**config.mk**
```make
export PLATFORM = sky130hd
export DESIGN_NAME = ppm_image_stream_parser
export DESIGN_NICKNAME = d
export VERILOG_FILES = /design/src/ppmsp_pkg.sv /design/src/ppm_image_stream_parser.sv
export SDC_FILE = /design/constraint.sdc
export NUM_CORES = 1
export LEC_CHECK = 0
export BUFFER_PORTS_ARGS = -buffer_cell sky130_fd_sc_hd__buf_4
export CORE_UTILIZATION = 55
export DETAILED_ROUTE_END_ITERATION = 10
export PLACE_DENSITY = 0.85
export SYNTH_ARGS = -nofsm -noshare
export SYNTH_HDL_FRONTEND = slang
export SYNTH_SLANG_ARGS = --single-unit
export TNS_END_PERCENT = 10
```
**constraint.sdc**
```tcl
create_clock -name clk -period 3.5 [get_ports clk]
set_input_delay 0.525 -clock clk [delete_from_list [all_inputs] [get_ports clk]]
set_output_delay 0.525 -clock clk [all_outputs]
set_load 0.01 [all_outputs]
```
**src/ppmsp_pkg.sv**
```systemverilog
// Shared types and constants for the PPM image stream parser.
package ppmsp_pkg;

    // Kind of result item.
    typedef enum logic [1:0] {
        KIND_HEADER = 2'd0,
        KIND_PIXEL  = 2'd1,
        KIND_BAD    = 2'd2,
        KIND_END    = 2'd3
    } kind_t;

    localparam logic [7:0] CHAR_P     = 8'h50;
    localparam logic [7:0] CHAR_3     = 8'h33;
    localparam logic [7:0] CHAR_6     = 8'h36;
    localparam logic [7:0] CHAR_0     = 8'h30;
    localparam logic [7:0] CHAR_9     = 8'h39;
    localparam logic [7:0] CHAR_SPACE = 8'h20;
    localparam logic [7:0] CHAR_LF    = 8'h0A;
    localparam logic [7:0] CHAR_CR    = 8'h0D;

    localparam logic [1:0] TOKEN_CHARS_MAX = 2'd3;

    // One result transaction.
    typedef struct packed {
        kind_t       kind;
        logic [9:0]  width;
        logic [9:0]  height;
        logic [9:0]  max_color;
        logic        binary_format;
        logic [23:0] pixel_rgb;
        logic        final_res;
    } res_t;

    function automatic logic is_sep(input logic [7:0] b);
        return (b == CHAR_SPACE) || (b == CHAR_LF) || (b == CHAR_CR);
    endfunction

endpackage

```
**src/ppm_image_stream_parser.sv**
```systemverilog
// PPM (P3/P6) byte stream parser producing header and pixel transactions.
// A result is registered in the output register, or in the skid stage while the output is stalled.
// Throughput: one byte per cycle while byte_stall is low; the header checks, the token times-ten
// update and the pixel packing all sit between the byte port and the result register.
// With the output stalled, bytes keep flowing until a second result waits in the skid stage.
// Reset (rst_n low, asynchronous) returns the parser to expecting the magic 'P' and clears all.
module ppm_image_stream_parser (
    input  logic        clk,
    input  logic        rst_n,
    input  logic        byte_valid,
    output logic        byte_stall,
    input  logic [7:0]  byte_value,
    input  logic        last_byte,
    output logic        res_valid,
    input  logic        res_stall,
    output logic [1:0]  kind,
    output logic [9:0]  width,
    output logic [9:0]  height,
    output logic [9:0]  max_color,
    output logic        binary_format,
    output logic [23:0] pixel_rgb,
    output logic        final_res
);

    typedef enum logic [2:0] {
        PH_MAGIC_P   = 3'd0,
        PH_MAGIC_D   = 3'd1,
        PH_MAGIC_SEP = 3'd2,
        PH_HEADER    = 3'd3,
        PH_SKIP      = 3'd4,
        PH_RAW       = 3'd5,
        PH_ASCII     = 3'd6,
        PH_IDLE      = 3'd7
    } phase_t;

    phase_t      phase_reg, phase_next;
    logic        binary_mode_reg, binary_mode_next;
    logic [9:0]  token_value_reg, token_value_next;
    logic [1:0]  token_chars_reg, token_chars_next;
    logic        in_token_reg, in_token_next;
    logic        digits_stopped_reg, digits_stopped_next;
    logic [1:0]  field_index_reg, field_index_next;
    logic [7:0]  red_hold_reg, red_hold_next;
    logic [7:0]  green_hold_reg, green_hold_next;
    logic [9:0]  width_reg, width_next;
    logic [9:0]  height_reg, height_next;
    logic [9:0]  maxcolor_reg, maxcolor_next;

    ppmsp_pkg::res_t out_reg;
    ppmsp_pkg::res_t skid_reg;
    ppmsp_pkg::res_t res_new;
    logic            out_valid_reg;
    logic            skid_valid_reg;

    logic accept;
    logic out_take;
    logic sep;
    logic is_digit;

    // Token character update, as if the byte were appended to the current token.
    logic [9:0]  base_val;
    logic [1:0]  base_chars;
    logic        base_stop;
    logic [12:0] val_times_ten;
    logic [9:0]  add_val;
    logic [1:0]  add_chars;
    logic        add_stop;

    logic        have;
    ppmsp_pkg::kind_t res_kind;
    logic [23:0] rgb;
    logic        close_hdr;
    logic        close_comp;
    logic [9:0]  close_val;

    assign accept     = byte_valid && !skid_valid_reg;
    assign byte_stall = skid_valid_reg;
    assign out_take   = out_valid_reg && !res_stall;
    assign sep        = ppmsp_pkg::is_sep(byte_value);
    assign is_digit   = (byte_value >= ppmsp_pkg::CHAR_0) && (byte_value <= ppmsp_pkg::CHAR_9);

    always_comb
    begin
        base_val      = in_token_reg ? token_value_reg : 10'd0;
        base_chars    = in_token_reg ? token_chars_reg : 2'd0;
        base_stop     = in_token_reg ? digits_stopped_reg : 1'b0;
        val_times_ten = {base_val, 3'b000} + {2'b00, base_val, 1'b0}
                        + {9'd0, 4'(byte_value - ppmsp_pkg::CHAR_0)};
        add_val       = base_val;
        add_chars     = base_chars;
        add_stop      = base_stop;
        if (base_chars < ppmsp_pkg::TOKEN_CHARS_MAX)
        begin
            if (!base_stop && is_digit)
                add_val = val_times_ten[9:0];
            else
                add_stop = 1'b1;
            add_chars = base_chars + 2'd1;
        end
    end

    always_comb
    begin
        phase_next          = phase_reg;
        binary_mode_next    = binary_mode_reg;
        token_value_next    = token_value_reg;
        token_chars_next    = token_chars_reg;
        in_token_next       = in_token_reg;
        digits_stopped_next = digits_stopped_reg;
        field_index_next    = field_index_reg;
        red_hold_next       = red_hold_reg;
        green_hold_next     = green_hold_reg;
        width_next          = width_reg;
        height_next         = height_reg;
        maxcolor_next       = maxcolor_reg;
        have       = 1'b0;
        res_kind   = ppmsp_pkg::KIND_END;
        rgb        = 24'd0;
        close_hdr  = 1'b0;
        close_comp = 1'b0;
        close_val  = token_value_reg;

        unique case (phase_reg)
            PH_MAGIC_P:
            begin
                if (byte_value == ppmsp_pkg::CHAR_P && !last_byte)
                    phase_next = PH_MAGIC_D;
                else
                begin
                    have = 1'b1;
                    res_kind = ppmsp_pkg::KIND_BAD;
                    phase_next = PH_IDLE;
                end
            end
            PH_MAGIC_D:
            begin
                if ((byte_value == ppmsp_pkg::CHAR_3 || byte_value == ppmsp_pkg::CHAR_6)
                    && !last_byte)
                begin
                    binary_mode_next = (byte_value == ppmsp_pkg::CHAR_6);
                    phase_next = PH_MAGIC_SEP;
                end
                else
                begin
                    have = 1'b1;
                    res_kind = ppmsp_pkg::KIND_BAD;
                    phase_next = PH_IDLE;
                end
            end
            PH_MAGIC_SEP:
            begin
                if (sep && !last_byte)
                    phase_next = PH_HEADER;
                else
                begin
                    have = 1'b1;
                    res_kind = ppmsp_pkg::KIND_BAD;
                    phase_next = PH_IDLE;
                end
            end
            PH_HEADER, PH_ASCII:
            begin
                if (sep)
                begin
                    close_val = token_value_reg;
                    if (in_token_reg)
                    begin
                        close_hdr  = (phase_reg == PH_HEADER);
                        close_comp = (phase_reg == PH_ASCII);
                    end
                end
                else
                begin
                    in_token_next       = 1'b1;
                    token_value_next    = add_val;
                    token_chars_next    = add_chars;
                    digits_stopped_next = add_stop;
                    close_val = add_val;
                    if (last_byte)
                    begin
                        close_hdr  = (phase_reg == PH_HEADER);
                        close_comp = (phase_reg == PH_ASCII);
                    end
                end
            end
            PH_SKIP:
            begin
                if (!sep)
                begin
                    red_hold_next = byte_value;
                    field_index_next = 2'd1;
                    phase_next = PH_RAW;
                end
            end
            PH_RAW:
            begin
                if (field_index_reg == 2'd1)
                begin
                    green_hold_next = byte_value;
                    field_index_next = 2'd2;
                end
                else
                begin
                    rgb = {red_hold_reg, green_hold_reg, byte_value};
                    field_index_next = 2'd0;
                    have = 1'b1;
                    res_kind = ppmsp_pkg::KIND_PIXEL;
                end
            end
            PH_IDLE:
            begin
            end
            default:
            begin
            end
        endcase

        // Closing a header token stores it; the third one completes the header.
        if (close_hdr)
        begin
            in_token_next = 1'b0;
            unique case (field_index_reg)
                2'd0:    width_next = close_val;
                2'd1:    height_next = close_val;
                default: maxcolor_next = close_val;
            endcase
            if (field_index_reg >= 2'd2)
            begin
                field_index_next = 2'd0;
                phase_next = binary_mode_reg ? PH_SKIP : PH_ASCII;
                have = 1'b1;
                res_kind = ppmsp_pkg::KIND_HEADER;
            end
            else
                field_index_next = field_index_reg + 2'd1;
        end

        if (close_comp)
        begin
            in_token_next = 1'b0;
            unique case (field_index_reg)
                2'd0:
                begin
                    red_hold_next = close_val[7:0];
                    field_index_next = 2'd1;
                end
                2'd1:
                begin
                    green_hold_next = close_val[7:0];
                    field_index_next = 2'd2;
                end
                default:
                begin
                    field_index_next = 2'd0;
                    rgb = {red_hold_reg, green_hold_reg, close_val[7:0]};
                    have = 1'b1;
                    res_kind = ppmsp_pkg::KIND_PIXEL;
                end
            endcase
        end

        // An ASCII file that ends mid-pixel still emits it, missing components zero.
        if (phase_reg == PH_ASCII && last_byte && !have && field_index_next != 2'd0)
        begin
            rgb = {red_hold_next,
                   (field_index_next == 2'd2) ? green_hold_next : 8'd0,
                   8'd0};
            have = 1'b1;
            res_kind = ppmsp_pkg::KIND_PIXEL;
        end

        if (last_byte && !have)
        begin
            have = 1'b1;
            res_kind = ppmsp_pkg::KIND_END;
        end

        res_new.kind          = res_kind;
        res_new.width         = width_next;
        res_new.height        = height_next;
        res_new.max_color     = maxcolor_next;
        res_new.binary_format = binary_mode_next;
        res_new.pixel_rgb     = (res_kind == ppmsp_pkg::KIND_PIXEL) ? rgb : 24'd0;
        res_new.final_res     = last_byte;

        // The last byte of a file leaves the parser ready for the next file.
        if (last_byte)
        begin
            phase_next          = PH_MAGIC_P;
            binary_mode_next    = 1'b0;
            token_value_next    = 10'd0;
            token_chars_next    = 2'd0;
            in_token_next       = 1'b0;
            digits_stopped_next = 1'b0;
            field_index_next    = 2'd0;
            red_hold_next       = 8'd0;
            green_hold_next     = 8'd0;
            width_next          = 10'd0;
            height_next         = 10'd0;
            maxcolor_next       = 10'd0;
        end
    end

    always_ff @(posedge clk or negedge rst_n)
    begin
        if (!rst_n)
        begin
            phase_reg          <= PH_MAGIC_P;
            binary_mode_reg    <= 1'b0;
            token_value_reg    <= 10'd0;
            token_chars_reg    <= 2'd0;
            in_token_reg       <= 1'b0;
            digits_stopped_reg <= 1'b0;
            field_index_reg    <= 2'd0;
            red_hold_reg       <= 8'd0;
            green_hold_reg     <= 8'd0;
            width_reg          <= 10'd0;
            height_reg         <= 10'd0;
            maxcolor_reg       <= 10'd0;
            out_valid_reg      <= 1'b0;
            skid_valid_reg     <= 1'b0;
            out_reg            <= '0;
            skid_reg           <= '0;
        end
        else
        begin
            if (accept)
            begin
                phase_reg          <= phase_next;
                binary_mode_reg    <= binary_mode_next;
                token_value_reg    <= token_value_next;
                token_chars_reg    <= token_chars_next;
                in_token_reg       <= in_token_next;
                digits_stopped_reg <= digits_stopped_next;
                field_index_reg    <= field_index_next;
                red_hold_reg       <= red_hold_next;
                green_hold_reg     <= green_hold_next;
                width_reg          <= width_next;
                height_reg         <= height_next;
                maxcolor_reg       <= maxcolor_next;
            end

            if (!out_valid_reg || out_take)
            begin
                // Skid entry is older than any new result, so it goes out first.
                if (skid_valid_reg)
                begin
                    out_reg        <= skid_reg;
                    out_valid_reg  <= 1'b1;
                    skid_valid_reg <= 1'b0;
                end
                else if (accept && have)
                begin
                    out_reg       <= res_new;
                    out_valid_reg <= 1'b1;
                end
                else
                    out_valid_reg <= 1'b0;
            end
            else if (accept && have)
            begin
                skid_reg       <= res_new;
                skid_valid_reg <= 1'b1;
            end
        end
    end

    assign res_valid     = out_valid_reg;
    assign kind          = out_reg.kind;
    assign width         = out_reg.width;
    assign height        = out_reg.height;
    assign max_color     = out_reg.max_color;
    assign binary_format = out_reg.binary_format;
    assign pixel_rgb     = out_reg.pixel_rgb;
    assign final_res     = out_reg.final_res;

    a_skid_implies_out: assert property (@(posedge clk) disable iff (!rst_n)
        skid_valid_reg |-> out_valid_reg)
        else $error("skid entry held while output register is empty");

    a_skid_fill_on_stall: assert property (@(posedge clk) disable iff (!rst_n)
        $rose(skid_valid_reg) |-> $past(out_valid_reg && res_stall))
        else $error("skid entry filled while output was not stalled");

    a_last_restarts: assert property (@(posedge clk) disable iff (!rst_n)
        (accept && last_byte) |=> (phase_reg == PH_MAGIC_P && field_index_reg == 2'd0))
        else $error("parser did not return to magic check after last byte");

    a_pixel_only_rgb: assert property (@(posedge clk) disable iff (!rst_n)
        (res_valid && out_reg.kind != ppmsp_pkg::KIND_PIXEL) |-> (pixel_rgb == 24'd0))
        else $error("nonzero pixel data on a non-pixel result");

endmodule
```
==> impl_results.md, run 1 <==
- Nets: 1055
- Fin. Hold Viols: 0
- Hold Path Class: input port to async pin
- Share of synthesized area spent on multiplexers: just under 8%
- Initial Util: roughly 57%
- Period utilisation layout: about 96%
- Clk_lat worst skew: roughly 440 ps
- Syn Area/Cell: just under 10 µm²
- Clock Skews: 10.8 ps
- Post-Synth Adder-Cell Area: 2.05%
- Run status: finished clean
- Worst-margin pin slew: around 900 ps
- Synth Area in Compound Gates: between 20% and 30%
- Area growth syn-to-layout: 15.4%
- Clock Path Buffers: 2
- H-Tree Depth: 4
- Syn nets: 994
- Leak pwr: 4.99 nW
- Total grt overflow: 0
- Detailed Routing Iterations Pass 1: 5
- Via count: 7742
- Max Cap Viol: 0
- Sequential-to-total area share from yosys stat: between 40% and 50%
- Pwr Density: 613 nW/µm²
- # rows: 47
- GPL Wtd Cong: approximately 0.92
- CTS tree: built
- Clock Power Share: 29.8%
- EDFF count, synth: 0
- WL/cell: 19.3 µm
- Fmax: 297 MHz
- Vias per inst: about 6
- Final Max Slew Viols: 0
- DP HPWL: 16300 µm
- Sink Count: about 180
- Combinational fraction of design power: 30.8%
- CP max-delay cell: dfrtp_1
- Cells after Synth: 966
- Sequential power share: 39.4%
- Chip width: ~130 µm
- Antenna violations before repair: 0
- Main combinational cell family by area after synthesis: compound AO/OA/AOI/OAI gates
- Netlist cell types: 88
- Layout cells sized above 1: 19.3%
- Post-synth top area cell: dfrtp_1
- Top cells by area, synth: dfrtp_1 (48%), nand2_1 (5.9%), o21ai_0 (5.1%)
- Crit start category: register
- Period minus WS final: 3370 ps
- Final antenna-violating net count: 0
- Crit path cell chain: and2_1, ha_1, ha_1, fa_1, a21o_1, a211o_1, a32o_1, mux2_4, a22o_1, mux2_2
- I/O pins: 73
- Global-route wire length before repair: 39800 µm
- Sw Share: between 30% and 40%
- Root cell of the clock tree: clkbuf_16
- Setup Crit Path Kind: register to register
- Worst Setup End Kind: register
- Net switching power: 2.29 mW
- Arrival time at the worst endpoint: 3690 ps
- Remaining DRCs: 0
- Area of the die: 17800 µm²
- Top-area cell type share of the netlist area: 48.5%
- Simple-gate portion of the synthesized area: 13.8%
- CP Buf/Inv Count: 0
- Vias in the first global route: 7691
- Num CTS Buffers: 17
- Clk slew on worst S/H paths: 70 ps
- Most used cell, CP: ha_1
- CP Max Fanout: 7
- Max transition margin: 40.7%
- Routed wire length: around 24000 µm
- Largest net degree at the start of global routing: 91
- VDD IR-drop max: 0.000478 V
- N_diodes: 0
- Synth Area in XOR/XNOR: 0.738%
- Max incr delay on CP: 440 ps
- Core Box Area: 16700 µm²
- Int Pwr: approximately 4.4 mW
- Yosys warnings: 0
- DR iter-0 viols: 670
- Overall Global Routing Usage: 28.6%
- RSZ-0062 raised after global routing: false
- Total Power: 6.72 mW
- Post-synthesis register bit count: about 180
- Critical path required time: 3820 ps
- Count of input and output buffers: 72
- Final setup viols: 0
- Top delay family on crit path: compound AO/OA/AOI/OAI gates
- Async set-reset flop share out of synthesis: 100%
- TNS Setup: 0 ps
- Die height: 133 µm
- Post-Syn Area: approximately 9500 µm²
- Max FFs per register: 58
- Number of post-CTS setup repair buffers: 0
- Main synth FF type: dfrtp_1
## cell usage after synthesis (all sizes together), types with 3 or more instances
cell / count
and3: 3
o21a: 13
a211oi: 4
a21oi: 51
o32ai: 5
nand2: 150
xnor2: 6
nand4: 4
o22ai: 5
nor3: 4
a211o: 6
nor4b: 3
a31o: 4
inv: 10
mux2i: 32
or3: 3
nor2: 49
mux2: 34
a22oi: 15
nand3: 24
buf: 27
a22o: 40
o31ai: 4
o21ai: 134
a31oi: 12
clkbuf: 45
or2: 4
a21o: 6
ha: 14
dfrtp: 184
o41ai: 6
nand2b: 3
nor2b: 4
and2: 17
o211ai: 3
## path summary, 6_finish.rpt
| kind | startpoint | end | slack (ps) | depth (start not counted) |
|---|---|---|---|---|
| max | in_token_reg | skid_reg[23] | 130 | 10 |
| min | rst_n | phase_reg[2] | 160 | 1 |
| max reg2reg | in_token_reg | skid_reg[23] | 130 | 10 |
| min reg2reg | pixel_rgb[20] | pixel_rgb[20] | 470 | 2 |
| max in group asynchronous | rst_n | skid_reg[40] | 2400 | 2 |
| min in group clk | last_byte | phase_reg[2] | 430 | 2 |
## cell families after synthesis
kind of cell | count (synthesis)
DFF | 184
adders and majority gates | 15
xor gates and xnor gates | 8
muxes | 66
buffers and inverters | 83
and+or+nand+nor | 282
AOI/OAI and AO/OA | 328
## power groups by stage
stage | Sequential, mW | Clock [mW] | Combinational (mW)
global route | 2.68 | 2.10 | 2.26
detailed placement | 2.67 | 0 | 2.05
floorplan | 2.68 | 0 | 1.29
global placement | 2.67 | 0 | 2.02
CTS | 2.64 | 2.02 | 2.06
finish | 2.65 | 2.00 | 2.07
## final cells by class
class	instances	area (µm²)
Fill cell	1294	5740
Clock inverter	13	174
Timing Repair Buffer	114	922
Inverter	11	41.3
Sequential cell	184	4610
Multi-Input combinational cell	699	4500
Tap cell	220	275
Clock buffer	19	443
## metrics by stage
| stage | std cells | setup slack, ps | hold WS, ps | instance area [µm²] | utilization (%) |
|---|---|---|---|---|---|
| final | 1260 | 133 | 157 | 11000 | 65.6 |
| after CTS | 1260 | 176 | 190 | 11000 | 65.6 |
| after detailed placement | 1228 | 73.2 | 465 | 10300 | 61.9 |
| after global routing | 1260 | 26.4 | 223 | 11000 | 65.6 |
| after global placement | 1228 | 140 | 457 | 10300 | 61.9 |
| after floorplan | 966 | 181 | 229 | 9500 | - |
## cell usage in the layout, fill, tap and decap left out, types with 6 or more instances in the layout
cell type	Yosys	routed
dfrtp_1	184	183
nand2_1	150	149
buf_4	4	108
o21ai_0	96	96
a21oi_1	49	49
nor2_1	48	48
a22o_1	40	40
o21ai_1	37	37
mux2i_1	32	31
nand3_1	23	23
clkbuf_16	0	17
and2_1	16	16
a22oi_1	15	15
mux2_2	14	14
ha_1	14	14
o21a_1	12	12
mux2_4	11	11
inv_1	10	10
a31oi_1	11	10
mux2_1	9	9
a21o_1	6	6
xnor2_1	6	6
## what timing repair did
item	CTS	global route
gates resized for setup	0	2
setup endpoints to repair	0	2
hold buffers	0	0
## routing by layer
layer,global-route usage (%),wire [µm],vias to the layer above
met2,46.3,11700,303
met4,12.8,875,0
met5,0,0,-
met1,37.5,10300,3755
met3,5.44,1470,73
li1,-,-,3611
(Power assumes the default switching activity.)
==> run 2, diff against run 1 <==
--- a/config.mk
+++ b/config.mk
@@ -5,10 +5,10 @@
 export SDC_FILE = /design/constraint.sdc
 export NUM_CORES = 1
 export LEC_CHECK = 0
-export BUFFER_PORTS_ARGS = -buffer_cell sky130_fd_sc_hd__buf_4
 export CORE_UTILIZATION = 55
 export DETAILED_ROUTE_END_ITERATION = 10
-export PLACE_DENSITY = 0.85
+export DONT_BUFFER_PORTS = 1
+export PLACE_DENSITY = 0.81
 export SYNTH_ARGS = -nofsm -noshare
 export SYNTH_HDL_FRONTEND = slang
 export SYNTH_SLANG_ARGS = --single-unit
==> run 2 against run 1 <==
The run now ends with negative hold slack left; worst hold slack got worse by 380 ps; power down 7.0%; core utilization down 4.4 points; first-iteration DRC count rose by 14%; worst setup slack improved by 26 ps; fmax is 0.78% higher; die area stayed put; combinational power down 23%; sequential share of layout area rose by 3.0 points; final cell count decreased by 6.9%; critical path type unchanged; critical endpoint unchanged; largest power group unchanged.
==> impl_results.md, run 2 (synthesis results as in run 1) <==
- Remaining DRCs: 0
- H-Tree Depth: 4
- Critical path required time: 3830 ps
- Worst Setup End Kind: register
- Clk_lat worst skew: 440 ps
- Overall Global Routing Usage: 27.1%
- GPL Wtd Cong: around 0.92
- Post-Place Worst Slack: roughly 140 ps
- Global-route wire length before repair: 37400 µm
- Hold Path Class: input port to async pin
- Clock Skews: 9.58 ps
- Period utilisation layout: 95.5%
- Routed wire length: 22900 µm
- Largest net degree at the start of global routing: 185
- Antenna violations before repair: 0
- WL/cell: 19.5 µm
- Count of input and output buffers: 0
- Crit start category: register
- Fin. Hold Viols: approximately 180
- Top Metal Used: met4
- I/O pins: 73
- Root cell of the clock tree: clkbuf_16
- Pwr Density: 611 nW/µm²
- N_diodes: 0
- DR iter-0 viols: between 700 and 800
- Final Max Slew Viols: 0
- Final hold slack: -224 ps
- Core Box Area: approximately 17000 µm²
- Period minus WS final: 3340 ps
- Via count: 7278
- Die height: ~130 µm
- Most common cell after layout, fill and taps aside: dfrtp_1
- Nets: 970
- Final setup viols: 0
- Total grt overflow: 0
- Total Power: 6.25 mW
- Max FFs per register: 58
- Run status: finished with violations
- Commonest non-fill, non-tap cells in the layout: dfrtp_1 (183), nand2_1 (149), o21ai_0 (96)
- DR WL met3: ~1300 µm
- Max Cap Viol: 0
- Register area: 4610 µm²
- Wl on met1: 10000 µm
- CTS tree: built
- # fillers: 1380
- Layout cells sized above 1: 11.9%
- Sink Count: 184
- Multi-input gate area: between 4000 and 5000 µm²
- Clk slew on worst S/H paths: 70 ps
- Final antenna-violating net count: 0
- Vias per inst: slightly above 6
- # rows: 47
- Arrival time at the worst endpoint: 3670 ps
- Setup Crit Path Kind: register to register
- DP HPWL: ~15000 µm
- Fmax: between 200 and 300 MHz
- TNS Setup: 0 ps
- Met2 wire len: between 10000 and 15000 µm
- Clock Path Buffers: 2
- Worst Reg2Reg Path Length in Cells: 10
- Vias in the first global route: 7034
- CP Max Fanout: 10
- VDD IR-drop max: 0.000508 V
- Worst-margin pin slew: 844 ps
- Num CTS Buffers: 17
- Initial Util: 56.9%
- Area of the die: 17800 µm²
- Area growth syn-to-layout: 7.71%
- Leak pwr: 4.53 nW
- Max transition margin: 43.5%
- Chip width: 133 µm
- Slack of the critical path: between 150 and 200 ps
- Failing checks: negative hold slack
- Detailed Routing Iterations Pass 1: 6
[run 2: changes by cell type in the layout (fill, tap and decap cells not counted), moves of 2 or more]
cell	change
inv_8	+2
inv_6	+2
clkinv_4	-2
buf_4	-81
buf_12	-3
[run 2: final cells by class]
class / count / share of cell area, %
inverter: 11 / 0.404
timing repair buffer: 29 / 2.37
multi-input combinational: 699 / 43.9
clock buffer: 18 / 4.19
clock inverter: 12 / 1.42
tap: 220 / 2.69
sequential: 184 / 45.0
[run 2: layer usage]
layer,global-route usage (%),vias to the layer above
li1,-,3443
met2,42.9,245
met3,6.09,35
met5,0,-
met4,9.60,0
met1,36.7,3555
[run 2: report_power, final]
part	total [mW]	switching (mW)	internal [mW]
Clock	1.90	0.844	1.06
Combinational	1.59	0.966	0.622
Sequential	2.76	0.336	2.42
[run 2: path summary, 6_finish.rpt]
kind / startpoint / slack (ps) / to
worst max-delay path: in_token_reg / 160 / skid_reg[23]
worst min-delay path: rst_n / -220 / pixel_rgb[18]
worst max register to register: in_token_reg / 160 / skid_reg[23]
worst min register to register: maxcolor_reg[3] / 480 / maxcolor_reg[3]
max in group asynchronous: rst_n / 3320 / phase_reg[0]
min in group clk: last_byte / 180 / phase_reg[2]
[run 2: per-stage QoR]
stage / util (%) / instance area (µm²) / instances
2_1_floorplan: - / 9500 / 966
3_3_place_gp: 57.8 / 9650 / 1142
3_5_place_dp: 57.8 / 9650 / 1142
4_1_cts: 61.2 / 10200 / 1172
5_1_grt: 61.3 / 10200 / 1173
6_report: 61.3 / 10200 / 1173
[run 2: worst max-delay path, cell delays in order (launching register included)]
cell,delay [ps]
dfrtp_1,470
and2_1,200
ha_1,280
ha_1,230
fa_1,410
a21o_1,200
a211o_1,310
a32o_2,360
mux2_4,290
a22o_1,220
mux2_2,260
[run 2: what timing repair did]
| item | CTS | global route |
|---|---|---|
| buffers inserted | 0 | 1 |
| endpoints found under the hold margin | 184 | 184 |
| endpoints found under the setup margin | 0 | 5 |
| resized for setup | 0 | 1 |
